**src/hdl/csow_pkg.sv**
```systemverilog
// Shared types and constants for the counting semaphore unit.
// Used by csow_scan and counting_semaphore_oldest_waiter; depends on nothing.
`default_nettype none

package csow_pkg;

	localparam int CountW = 16;
	localparam int AgeW   = 16;
	localparam int SemW   = 3;
	localparam int ThrW   = 3;
	localparam int CfgW   = 4;

	localparam logic [CountW-1:0] CountMax = 16'h7FFF;
	localparam logic [CountW-1:0] CountMin = 16'h8000;
	localparam logic [AgeW-1:0]   AgeMax   = 16'hFFFF;
	localparam logic [CfgW-1:0]   ActiveThreadsReset = 4'd8;

	typedef enum logic [1:0] {
		MODE_INIT   = 2'd0,
		MODE_WAIT   = 2'd1,
		MODE_SIGNAL = 2'd2,
		MODE_TICK   = 2'd3
	} mode_t;

	typedef enum logic [2:0] {
		ST_IDLE,
		ST_EXEC,
		ST_SCAN,
		ST_WAKE,
		ST_DONE
	} state_t;

	typedef struct packed {
		logic            start;
		logic [SemW-1:0] sem;
	} scan_ctrl_t;

	typedef struct packed {
		logic busy;
		logic found;
	} scan_status_t;

endpackage

`default_nettype wire

```
**src/hdl/counting_semaphore_oldest_waiter.sv**
```systemverilog
// An accepted init, wait or tick passes through execute and done into the output register;
// a signal that must search also passes through scan and wake, the scan covering N entries,
// N = min(active_threads, MAX_THREADS). A new item is taken only once the last has left done.
// Reset (arst_n low, asynchronous) clears all counts, the thread table, the
// sequencer and the output valid flag, and sets active_threads to 8.
// Depends on csow_pkg and csow_scan.
`default_nettype none

module counting_semaphore_oldest_waiter #(
	parameter int MAX_THREADS    = 8,
	parameter int NUM_SEMAPHORES = 8
) (
	input  wire logic                              clk,
	input  wire logic                              arst_n,
	// Configuration: one register, active_threads.
	input  wire logic                              cfg_write_en,
	input  wire logic [csow_pkg::CfgW-1:0]         cfg_write_data,
	// Input channel.
	input  wire logic                              in_valid,
	output logic                                   in_stall,
	input  wire logic [1:0]                        mode,
	input  wire logic [csow_pkg::SemW-1:0]         sem_index,
	input  wire logic [csow_pkg::ThrW-1:0]         thread_index,
	input  wire logic signed [csow_pkg::CountW-1:0] init_value,
	// Output channel.
	output logic                                   out_valid,
	input  wire logic                              out_stall,
	output logic                                   caller_blocks,
	output logic                                   woken_valid,
	output logic [csow_pkg::ThrW-1:0]              woken_thread,
	output logic signed [csow_pkg::CountW-1:0]     count_after
);

	localparam int TW = $clog2(MAX_THREADS);
	localparam int LW = $clog2(MAX_THREADS + 1);
	localparam int SW = (NUM_SEMAPHORES > 1) ? $clog2(NUM_SEMAPHORES) : 1;

	// Configuration register.
	logic [csow_pkg::CfgW-1:0] active_threads_q;

	always_ff @(posedge clk or negedge arst_n) begin
		if (!arst_n) begin
			active_threads_q <= csow_pkg::ActiveThreadsReset;
		end else if (cfg_write_en) begin
			active_threads_q <= cfg_write_data;
		end
	end

	// The scan covers the configured number of entries, clipped to the table size.
	logic [LW-1:0] scan_len;

	always_comb begin
		if (32'(active_threads_q) > MAX_THREADS) begin
			scan_len = LW'(MAX_THREADS);
		end else begin
			scan_len = LW'(active_threads_q);
		end
	end

	// Captured item.
	csow_pkg::mode_t               mode_q;
	logic [csow_pkg::SemW-1:0]     sem_q;
	logic [csow_pkg::ThrW-1:0]     thr_q;
	logic [csow_pkg::CountW-1:0]   initv_q;

	// Result of the item being worked on.
	logic [csow_pkg::CountW-1:0]   cnt_q;
	logic                          blocks_q;
	logic                          wvalid_q;
	logic [TW-1:0]                 wthread_q;

	// Semaphore counts and thread table, all cleared by reset.
	logic [csow_pkg::CountW-1:0]   sem_count_q [NUM_SEMAPHORES];
	logic                          waiting_q   [MAX_THREADS];
	logic [csow_pkg::SemW-1:0]     waits_on_q  [MAX_THREADS];
	logic [csow_pkg::AgeW-1:0]     age_q       [MAX_THREADS];

	// Sequencer.
	csow_pkg::state_t              state_q;
	csow_pkg::state_t              state_d;
	csow_pkg::scan_ctrl_t          scan_ctrl;
	csow_pkg::scan_status_t        scan_status;
	logic [TW-1:0]                 scan_idx;
	logic [TW-1:0]                 scan_best;

	logic                          accept;
	logic                          exec_en;
	logic                          wake_en;
	logic                          done_st;
	logic                          out_load;
	logic                          out_valid_q;

	assign accept   = in_valid && !in_stall;
	assign out_load = done_st && (!out_valid_q || !out_stall);

	// Execute stage: one read of the addressed count, one saturating increment or decrement.
	logic                          sem_ok;
	logic                          thr_ok;
	logic [SW-1:0]                 sem_addr;
	logic [TW-1:0]                 thr_addr;
	logic [csow_pkg::CountW-1:0]   cnt_rd;
	logic [csow_pkg::CountW-1:0]   cnt_new;
	logic                          blocks_new;
	logic                          need_scan;

	assign sem_ok   = (32'(sem_q) < NUM_SEMAPHORES);
	assign thr_ok   = (32'(thr_q) < MAX_THREADS);
	assign sem_addr = SW'(sem_q);
	assign thr_addr = TW'(thr_q);
	assign cnt_rd   = sem_ok ? sem_count_q[sem_addr] : '0;

	always_comb begin
		cnt_new    = cnt_rd;
		blocks_new = 1'b0;
		need_scan  = 1'b0;
		unique case (mode_q)
			csow_pkg::MODE_INIT: begin
				if (sem_ok) begin
					cnt_new = initv_q;
				end
			end
			csow_pkg::MODE_WAIT: begin
				if (sem_ok) begin
					if (cnt_rd != csow_pkg::CountMin) begin
						cnt_new = cnt_rd - csow_pkg::CountW'(1);
					end
					blocks_new = cnt_new[csow_pkg::CountW-1];
				end
			end
			csow_pkg::MODE_SIGNAL: begin
				if (sem_ok) begin
					if (cnt_rd != csow_pkg::CountMax) begin
						cnt_new = cnt_rd + csow_pkg::CountW'(1);
					end
					need_scan = cnt_new[csow_pkg::CountW-1] || (cnt_new == '0);
				end
			end
			csow_pkg::MODE_TICK: begin
				cnt_new = cnt_rd;
			end
			default: begin
				cnt_new = cnt_rd;
			end
		endcase
	end

	// Next state.
	always_comb begin
		state_d = state_q;
		unique case (state_q)
			csow_pkg::ST_IDLE: begin
				if (in_valid) begin
					state_d = csow_pkg::ST_EXEC;
				end
			end
			csow_pkg::ST_EXEC: begin
				state_d = need_scan ? csow_pkg::ST_SCAN : csow_pkg::ST_DONE;
			end
			csow_pkg::ST_SCAN: begin
				if (!scan_status.busy) begin
					state_d = csow_pkg::ST_WAKE;
				end
			end
			csow_pkg::ST_WAKE: begin
				state_d = csow_pkg::ST_DONE;
			end
			csow_pkg::ST_DONE: begin
				if (!out_valid_q || !out_stall) begin
					state_d = csow_pkg::ST_IDLE;
				end
			end
			default: begin
				state_d = csow_pkg::ST_IDLE;
			end
		endcase
	end

	// Sequencer outputs.
	always_comb begin
		in_stall        = 1'b1;
		exec_en         = 1'b0;
		wake_en         = 1'b0;
		done_st         = 1'b0;
		scan_ctrl.start = 1'b0;
		scan_ctrl.sem   = sem_q;
		unique case (state_q)
			csow_pkg::ST_IDLE: begin
				in_stall = 1'b0;
			end
			csow_pkg::ST_EXEC: begin
				exec_en         = 1'b1;
				scan_ctrl.start = need_scan;
			end
			csow_pkg::ST_SCAN: begin
				in_stall = 1'b1;
			end
			csow_pkg::ST_WAKE: begin
				wake_en = 1'b1;
			end
			csow_pkg::ST_DONE: begin
				done_st = 1'b1;
			end
			default: begin
				in_stall = 1'b1;
			end
		endcase
	end

	always_ff @(posedge clk or negedge arst_n) begin
		if (!arst_n) begin
			state_q <= csow_pkg::ST_IDLE;
		end else begin
			state_q <= state_d;
		end
	end

	// Capture of the accepted transfer; payload registers need no reset.
	always_ff @(posedge clk) begin
		if (accept) begin
			mode_q  <= csow_pkg::mode_t'(mode);
			sem_q   <= sem_index;
			thr_q   <= thread_index;
			initv_q <= init_value;
		end
	end

	// Working result. wvalid_q is cleared at execute and set only by a successful wake.
	always_ff @(posedge clk) begin
		if (exec_en) begin
			cnt_q     <= cnt_new;
			blocks_q  <= blocks_new;
			wvalid_q  <= 1'b0;
			wthread_q <= '0;
		end else if (wake_en && scan_status.found) begin
			wvalid_q  <= 1'b1;
			wthread_q <= scan_best;
		end
	end

	// Semaphore counts: written once per init, wait or signal on a valid index.
	always_ff @(posedge clk or negedge arst_n) begin
		if (!arst_n) begin
			for (int s = 0; s < NUM_SEMAPHORES; s++) begin
				sem_count_q[s] <= '0;
			end
		end else if (exec_en && sem_ok && (mode_q != csow_pkg::MODE_TICK)) begin
			sem_count_q[sem_addr] <= cnt_new;
		end
	end

	// Thread table. A tick ages every waiting entry at once; a blocking wait
	// claims one entry; a wake frees the chosen one.
	always_ff @(posedge clk or negedge arst_n) begin
		if (!arst_n) begin
			for (int t = 0; t < MAX_THREADS; t++) begin
				waiting_q[t]  <= 1'b0;
				waits_on_q[t] <= '0;
				age_q[t]      <= '0;
			end
		end else if (exec_en) begin
			if (mode_q == csow_pkg::MODE_TICK) begin
				for (int t = 0; t < MAX_THREADS; t++) begin
					if (waiting_q[t] && (age_q[t] != csow_pkg::AgeMax)) begin
						age_q[t] <= age_q[t] + csow_pkg::AgeW'(1);
					end
				end
			end else if (blocks_new && thr_ok) begin
				waiting_q[thr_addr]  <= 1'b1;
				waits_on_q[thr_addr] <= sem_q;
				age_q[thr_addr]      <= '0;
			end
		end else if (wake_en && scan_status.found) begin
			waiting_q[scan_best] <= 1'b0;
			age_q[scan_best]     <= '0;
		end
	end

	// The search unit walks the table one entry per cycle.
	csow_scan #(
		.MAX_THREADS (MAX_THREADS)
	) u_scan (
		.clk           (clk),
		.arst_n        (arst_n),
		.ctrl          (scan_ctrl),
		.len           (scan_len),
		.entry_waiting (waiting_q[scan_idx]),
		.entry_sem     (waits_on_q[scan_idx]),
		.entry_age     (age_q[scan_idx]),
		.idx           (scan_idx),
		.best          (scan_best),
		.status        (scan_status)
	);

	// Output register: holds a finished result until the downstream transfer,
	// while the next item is already being accepted and worked on.
	always_ff @(posedge clk or negedge arst_n) begin
		if (!arst_n) begin
			out_valid_q <= 1'b0;
		end else if (out_load) begin
			out_valid_q <= 1'b1;
		end else if (!out_stall) begin
			out_valid_q <= 1'b0;
		end
	end

	always_ff @(posedge clk) begin
		if (out_load) begin
			caller_blocks <= blocks_q;
			woken_valid   <= wvalid_q;
			woken_thread  <= csow_pkg::ThrW'(wthread_q);
			count_after   <= cnt_q;
		end
	end

	assign out_valid = out_valid_q;

endmodule

`default_nettype wire

```
**src/hdl/csow_scan.sv**
```systemverilog
// Iterative waiter search: one thread table entry per cycle through one comparator.
// Depends on csow_pkg.
`default_nettype none

module csow_scan #(
	parameter int MAX_THREADS = 8,
	localparam int TW = $clog2(MAX_THREADS),
	localparam int LW = $clog2(MAX_THREADS + 1)
) (
	input  wire logic                              clk,
	input  wire logic                              arst_n,
	input  wire csow_pkg::scan_ctrl_t              ctrl,
	input  wire logic [LW-1:0]                     len,
	input  wire logic                              entry_waiting,
	input  wire logic [csow_pkg::SemW-1:0]         entry_sem,
	input  wire logic [csow_pkg::AgeW-1:0]         entry_age,
	output logic [TW-1:0]                          idx,
	output logic [TW-1:0]                          best,
	output csow_pkg::scan_status_t                 status
);

	logic                          busy_q;
	logic                          found_q;
	logic [TW-1:0]                 idx_q;
	logic [TW-1:0]                 best_q;
	logic [LW-1:0]                 len_q;
	logic [csow_pkg::SemW-1:0]     sem_q;
	logic [csow_pkg::AgeW-1:0]     best_age_q;
	logic                          match;
	logic                          last;

	// Greater-or-equal lets a later entry of equal age take over, so ties go high.
	assign match = entry_waiting && (entry_sem == sem_q) && (entry_age >= best_age_q);
	assign last  = ((LW'(idx_q) + LW'(1)) == len_q);

	always_ff @(posedge clk or negedge arst_n) begin
		if (!arst_n) begin
			busy_q  <= 1'b0;
			found_q <= 1'b0;
			idx_q   <= '0;
		end else if (ctrl.start) begin
			busy_q  <= (len != '0);
			found_q <= 1'b0;
			idx_q   <= '0;
		end else if (busy_q) begin
			if (match) begin
				found_q <= 1'b1;
			end
			if (last) begin
				busy_q <= 1'b0;
			end else begin
				idx_q <= idx_q + TW'(1);
			end
		end
	end

	always_ff @(posedge clk) begin
		if (ctrl.start) begin
			best_age_q <= '0;
			best_q     <= '0;
			sem_q      <= ctrl.sem;
			len_q      <= len;
		end else if (busy_q && match) begin
			best_age_q <= entry_age;
			best_q     <= idx_q;
		end
	end

	assign idx          = idx_q;
	assign best         = best_q;
	assign status.busy  = busy_q;
	assign status.found = found_q;

endmodule

`default_nettype wire
```
**config.mk**
```make
export PLATFORM = sky130hd
export DESIGN_NAME = counting_semaphore_oldest_waiter
export DESIGN_NICKNAME = d
export VERILOG_FILES = /design/src/hdl/csow_pkg.sv /design/src/hdl/counting_semaphore_oldest_waiter.sv /design/src/hdl/csow_scan.sv
export SDC_FILE = /design/constraint.sdc
export NUM_CORES = 1
export LEC_CHECK = 0
export ABC_AREA = 1
export BUFFER_PORTS_ARGS = -buffer_cell sky130_fd_sc_hd__buf_2
export CORE_ASPECT_RATIO = 1.1
export CORE_MARGIN = 2
export CORE_UTILIZATION = 50
export CTS_CLUSTER_DIAMETER = 150
export DETAILED_ROUTE_END_ITERATION = 8
export PLACE_DENSITY = 0.66
export SLEW_MARGIN = 20
export SYNTH_ARGS = -nofsm -noshare
export SYNTH_HDL_FRONTEND = slang
export SYNTH_SLANG_ARGS = --single-unit
```
**constraint.sdc**
```tcl
create_clock -name clk -period 4.7 [get_ports clk]
set_clock_uncertainty 0.1 [all_clocks]
set_input_delay 0.47 -clock clk [delete_from_list [all_inputs] [get_ports clk]]
set_output_delay 0.47 -clock clk [all_outputs]
set_load 0.05 [all_outputs]
```
Yosys cells after proc, flatten, opt, wreduce, memory -nomap -nowiden
Cells that the tools add are included.

operators by class
  $add $sub $neg = 12
  order comparisons = 9
  eq/ne operators = 36
  multiplexer cells = 70
  bitwise gates (word level) = 12
  reduce and logical (&&, ||, !) cells = 42

operators with widths
  operator                 number
  $mux W128                4
  $mux W16                 18
  $and A128 B128 Y128      2
  $not A128 Y128           2
  $add A16 B1 Y16 const B  9
  $demux W16 S3            3
  $ne A16 B16 Y1 const B   9
  $bwmux W128              1
  $bmux W16 S3             2
  $pmux W16 S4             1
  $reduce_and A3 Y1        11
  $mux W8                  4
  $mux W3                  10
  $bwmux W24               1
  $ne A3 B2 Y1 const B     8
  $mux W1                  19
  $logic_and A1 B1 Y1      18
  $ge A16 B16 Y1           1
  $ge A4 B4 Y1 const B     4
  $logic_not A16 Y1        1
  $ne A16 B15 Y1 const B   1
  $not A3 Y4               4
  $sub A16 B1 Y16 const B  1
  $pmux W3 S5              1
  30 further kinds         46

storage, ports and cells
  register bits = 393
  output and inout bits = 23

Depth between registers and ports, before layout
  depth in word-level cells = 13
  gate-level depth with buffers = 24
  mapped depth without buffers = 21

Cells and area by module
A second synthesis with hierarchy kept.

unflattened totals
  cell total of the unflattened synthesis = 3,255
  area total of the unflattened synthesis = 23,623.9 sq um

by module, submodules not included
  module                            instances  cells an instance  area each (sq um)  sequential area each (sq um)
  counting_semaphore_oldest_waiter  1          3,014              21,809.7           9,350.2
  csow_scan                         1          241                1,814.2            715.7

Least setup slack after synthesis
No wires, ideal clock.

  kind = reg-to-reg
  start = register u_scan.idx_q[0] (netlist: u_scan.idx[0])
  end = register u_scan.best_q[1] (netlist: u_scan.best[1])
  data arrival time = 3,281 ps
  data required time = 4,483 ps
  setup slack = 1,202 ps
  stages on the path, launching flop included = 21
  cells stage by stage = dfrtp_1 -> inv_1 -> clkbuf_1 -> clkbuf_1 -> clkbuf_1 -> o21ai_0 -> o22ai_1 -> nor2_1 -> a31oi_1 -> ha_1 -> a21oi_1 -> nor2_1 -> a211oi_1 -> o221ai_1 -> nand2_1 -> nand3_1 -> nand3_1 -> clkinv_1 -> clkbuf_1 -> nand2_1 -> a21oi_1

on the way
  elaborated cells on any way between the ends = 15
  classes of those cells = 1 x order compare; 1 x eq/ne; 9 x mux; 1 x bitwise; 3 x reduce/logical

RTL lines
  what                                         RTL line                                 RTL
  start, declared                              csow_scan.sv:24                          logic [TW-1:0] idx_q;
  start signal, assigned                       csow_scan.sv:52                          idx_q <= idx_q + TW'(1);
  $not A3 Y4 (not written as such)             counting_semaphore_oldest_waiter.sv:288  .entry_age (age_q[scan_idx]),
  $bmux W16 S3                                 counting_semaphore_oldest_waiter.sv:288
  $mux W16 (not written as such) (2 in a row)  counting_semaphore_oldest_waiter.sv:288
  named net u_scan.entry_age, one bit          csow_scan.sv:16                          input wire logic [csow_pkg::AgeW-1:0] entry_age,
  $ge A16 B16 Y1                               csow_scan.sv:33                          assign match = entry_waiting && (entry_sem == sem_q) && (entry_age >= best_age_q);
  $logic_and A1 B1 Y1                          csow_scan.sv:33
  $logic_and A1 B1 Y1                          csow_scan.sv:63                          end else if (busy_q && match) begin
  end signal, assigned                         csow_scan.sv:65                          best_q <= idx_q;
  end, declared                                csow_scan.sv:25                          logic [TW-1:0] best_q;

The timed path passes the listed nets, and every way through them passes these cells. The select of a mux whose other input is x is not followed.
A chain may end at the register's enable or synchronous reset.

Final worst setup path
  start = register sem_q (netlist bit sem_addr[0])
  end = register u_scan.best_age_q[8] in the netlist's numbering

on the way
  word-level cells in the longest chain between the ends = 11
  elaborated cells on any way between the ends = 12
  classes of those cells = 1 x add/sub; 1 x eq/ne; 7 x mux; 1 x bitwise; 2 x reduce/logical

RTL lines
  what                                                      RTL line                                                                          RTL
  start, declared                                           counting_semaphore_oldest_waiter.sv:62                                            logic [csow_pkg::SemW-1:0] sem_q;
  start signal, assigned                                    counting_semaphore_oldest_waiter.sv:221                                           sem_q <= sem_index;
  $not A3 Y4 (not written as such) (*)                      counting_semaphore_oldest_waiter.sv:110                                           assign cnt_rd = sem_ok ? sem_count_q[sem_addr] : '0;
  $bmux W16 S3 (*)                                          counting_semaphore_oldest_waiter.sv:110
  $mux W16 (not written as such) (*) (2 in a row)           counting_semaphore_oldest_waiter.sv:110
  $add A16 B1 Y16 / $ne A16 B15 Y1 (equally long branches)  counting_semaphore_oldest_waiter.sv:133, counting_semaphore_oldest_waiter.sv:132
  $mux W16 (*)                                              counting_semaphore_oldest_waiter.sv:132                                           if (cnt_rd != csow_pkg::CountMax) begin
  $mux W16 (*)                                              counting_semaphore_oldest_waiter.sv:116                                           unique case (mode_q)
  $logic_not A16 Y1                                         counting_semaphore_oldest_waiter.sv:135                                           need_scan = cnt_new[csow_pkg::CountW-1] || (cnt_new == '0);
  $logic_or A1 B1 Y1 (*)                                    counting_semaphore_oldest_waiter.sv:135
  $mux W1 (*)                                               counting_semaphore_oldest_waiter.sv:116
  $mux W1 (*)                                               counting_semaphore_oldest_waiter.sv:186                                           unique case (state_q)
  end signal, assigned                                      csow_scan.sv:64                                                                   best_age_q <= entry_age;
  end, declared                                             csow_scan.sv:28                                                                   logic [csow_pkg::AgeW-1:0] best_age_q;

Mark *: on every way between the ends. The rest lies on a longest branch, timed or not. The select of a mux whose other input is x is not followed.

==> results.json <==
{
  "status": "finished clean",
  "critical_path.max_fanout": 37,
  "die_x_um": 211,
  "seq_area_frac_synth": 0.427,
  "routed_wl_mm": 74.7,
  "drt-initial-drc-count": 2297,
  "path_clk_slew_ns": 0.06,
  "wire_per_inst_um": 19.7,
  "hold_path_end": "out_valid$_DFFE_PN0P_",
  "ctsHoldBuffers": 24,
  "reg2reg_depth": 20,
  "viasPerCell": 5.78,
  "drc_errors": 0,
  "cts_buffers": 45,
  "synth_nets": 3190,
  "die_y_um": 232,
  "ir_drop_mv": 0.325,
  "holdCritStartpoint": "out_stall",
  "yosysUniqueCellTypes": 59,
  "fmax_mhz": 248,
  "overflow": 0,
  "cts_tree": "yes",
  "period_needed_ns": 4.03,
  "drive_gt1_frac": 0.110,
  "synth_edf_count": 69,
  "setup_tns_ns": 0,
  "dp_hpwl_mm": 52.5,
  "nFillCells": 4377,
  "register_area_um2": 10100,
  "reg2reg_from": "sem_addr[0]$_DFFE_PP_",
  "grt_pass1_vias": 20857,
  "fin_cells": 3791,
  "ant_nets": 0,
  "insertion_delay_ns": 0.60,
  "vias": 21896,
  "syn_avg_cell_area_um2": 7.54,
  "rsz0062_at_grt": "no",
  "synth.cell_area_um2": 23600,
  "post-cts-setup-buffer-count": 0,
  "first_pass_iters": 7,
  "r2r_setup_slack_ns": 0.67,
  "start_util": 0.506,
  "num_rows": 83,
  "cts.sinks": 393,
  "multi_input_area_um2": 11300,
  "hold_violations": 0,
  "clock-root-buffer": "clkbuf_16",
  "critPathKind": "flop to flop",
  "antenna_found_initial": 1,
  "area_delta_synth_final_pct": 9.83,
  "p_per_area_nw_per_um2": 546,
  "cap_violations": 0,
  "end_kind": "flop",
  "cp-start-kind": "flop",
  "io_pins": 56,
  "cts_max_level": 2,
  "antennaDiodeCount": 0,
  "slew_headroom": 0.345,
  "dp.cells": 3684,
  "grt_pass1_wl_mm": 118,
  "layout.nets": 3221,
  "cellLeakagePower_nw": 10.9,
  "worst_slew_pin_slew_ns": 0.976,
  "grt_max_degree": 108,
  "total_power_w": 0.0142,
  "cts-resized-gates": 0,
  "grt_usage": 0.308,
  "synth-seq-cells": 393,
  "synth_top_flop_cell": "dfrtp_1",
  "crit_required_ns": 5.07,
  "hold_class": "input port to flop",
  "drv_slew": 0,
  "port_buffers": 55,
  "synthCells": 3129,
  "die_area_um2": 48900,
  "globalplace.congestion": 0.970,
  "cp.arrival_ns": 4.39,
  "core_region_area_um2": 46600,
  "yosys_warnings": 0,
  "finalSetupViolCount": 0,
  "timing.rr.end": "u_scan.best_age_q[8]$_SDFFE_PP0P_",
  "min_period_over_period": 0.857,
  "postSynth.asyncResetShare": 0.766,
  "cts_buffer_depth": 3,
  "holdPathStages": 3
}
==> how the worst max path moves through the flow <==
stage	cells past startpoint	startpoint	end
6_report	20	sem_addr[0]$_DFFE_PP_	u_scan.best_age_q[8]$_SDFFE_PP0P_
5_1_grt	22	sem_addr[0]$_DFFE_PP_	u_scan.best_age_q[8]$_SDFFE_PP0P_
4_1_cts	22	sem_addr[0]$_DFFE_PP_	u_scan.best[1]$_SDFFE_PP0P_
3_5_place_dp	22	sem_addr[0]$_DFFE_PP_	u_scan.best_age_q[6]$_SDFFE_PP0P_
3_3_place_gp	20	sem_addr[0]$_DFFE_PP_	u_scan.found_q$_DFFE_PN0P_
2_1_floorplan	20	u_scan.idx[0]$_DFFE_PN0P_	u_scan.best[1]$_SDFFE_PP0P_
==> routing by layer <==
layer	global-route usage	vias to the layer above	part of all wire
met5	0	-	0.00019
met2	0.509	795	0.47
met1	0.404	10443	0.42
li1	-	10459	-
met3	0.0411	197	0.059
met4	0.140	2	0.051
==> where the power goes <==
group | internal (W) | total, W | switching, W
Sequential | 0.00430 | 0.00470 | 0.000402
Combinational | 0.00153 | 0.00596 | 0.00443
Clock | 0.00201 | 0.00350 | 0.00148
Total | 0.00784 | 0.0142 | 0.00631
==> per-stage QoR <==
| step | util | setup slack [ns] | hold WS, ns | cell area [µm²] |
|---|---|---|---|---|
| 3_5_place_dp | 0.519 | 0.733 | 0.305 | 24200 |
| 4_1_cts | 0.556 | 0.719 | 0.00736 | 25900 |
| 2_1_floorplan | - | 1.20 | 0.0744 | 23600 |
| 3_3_place_gp | 0.519 | 0.654 | 0.303 | 24200 |
| 6_report | 0.556 | 0.672 | 0.0301 | 25900 |
| 5_1_grt | 0.556 | 0.244 | 0.0192 | 25900 |
==> cell usage in the layout (no fill, tap or decap), types with 24 or more instances in the layout <==
cell type      synthesis  layout
nand3_1              141     141
nor2_1               171     169
inv_1                362     361
nor3_1                68      68
o21ai_1               36      36
a21oi_1              160     160
buf_2                  6      54
clkbuf_16              0      46
o21ai_2              112     112
a211oi_1              28      28
a22oi_1               32      32
buf_4                  7      43
o21ai_0              293     293
dlygate4sd3_1          0      24
nand4_1               33      33
nand2_1              901     900
edfxtp_1              69      69
ha_1                  28      28
dfrtp_1              300     299
==> worst max-delay path, cell delays in order, from the launching register on <==
cell	delay [ns]
edfxtp_1	0.46
buf_4	0.46
nand2_1	0.16
nand3_1	0.13
nand2_1	0.09
nor2_4	0.25
inv_2	0.11
ha_1	0.29
nand3_2	0.15
nor2_4	0.08
nand3_2	0.18
inv_1	0.09
nor2_1	0.27
nand2_1	0.09
nor2_1	0.10
nand3_1	0.12
nand2_1	0.13
nand2_4	0.09
inv_2	0.18
buf_4	0.29
a21oi_1	0.08
==> area by class of cell <==
class                           count  area share
Multi-Input combinational cell   2218       0.436
Sequential cell                   393       0.388
Tap cell                          595      0.0287
Clock inverter                     18     0.00657
Clock buffer                       65      0.0495
Timing Repair Buffer              126      0.0358
Inverter                          376      0.0547
==> Yosys cell counts (all sizes together) (2+ instances only) <==
master | number | share of area
inv | 369 | 0.059
o221ai | 3 | 0.0011
nand2 | 916 | 0.15
a211oi | 28 | 0.0089
clkbuf | 87 | 0.014
nand4 | 33 | 0.0087
o2111ai | 4 | 0.0017
dfxtp | 23 | 0.020
a32oi | 23 | 0.0085
a221oi | 12 | 0.0045
a31oi | 20 | 0.0056
nor2 | 192 | 0.035
nand3 | 151 | 0.037
buf | 55 | 0.021
ha | 28 | 0.015
and2 | 3 | 0.00080
o21ai | 441 | 0.11
xnor2 | 5 | 0.0019
nor3 | 69 | 0.015
o21bai | 2 | 0.00064
a21oi | 160 | 0.034
clkinv | 7 | 0.0011
dfrtp | 300 | 0.32
o22ai | 19 | 0.0050
a22oi | 32 | 0.010
o31ai | 2 | 0.00064
and3 | 2 | 0.00053
o211ai | 17 | 0.0058
xor2 | 22 | 0.0082
or2 | 4 | 0.0011
edfxtp | 69 | 0.088
mux2i | 4 | 0.0017
nor4 | 17 | 0.0045
o32ai | 3 | 0.0011
==> registers in the layout, summed over array words and instances, names as in the netlist, 2 cells and up <==
| name | flops |
|---|---|
| active_threads_q | 4 |
| age_q | 128 |
| cnt_q | 16 |
| count_after | 16 |
| initv_q | 16 |
| mode_q | 2 |
| sem_addr | 3 |
| sem_count_q | 128 |
| state_q | 3 |
| thr_addr | 3 |
| u_scan.best | 3 |
| u_scan.best_age_q | 16 |
| u_scan.idx | 3 |
| u_scan.len_q | 4 |
| u_scan.sem_q | 3 |
| waiting_q | 8 |
| waits_on_q | 24 |
| woken_thread | 3 |
| wthread_q | 3 |
==> logic make-up (layout without fill, tap and decap cells) <==
group                    Yosys count  count (layout)  share of synthesized area
AND/OR/NAND/NOR                 1388            1388                      0.251
AO/OA/AOI/OAI                    770             770                      0.200
buffers and inverters            518             585                     0.0949
flip-flops                       393             393                      0.427
adder cells (fa/ha/maj)           28              28                     0.0148
XOR/XNOR                          27              27                     0.0100
multiplexers                       5               5                    0.00217
(Power assumes the default switching activity.)
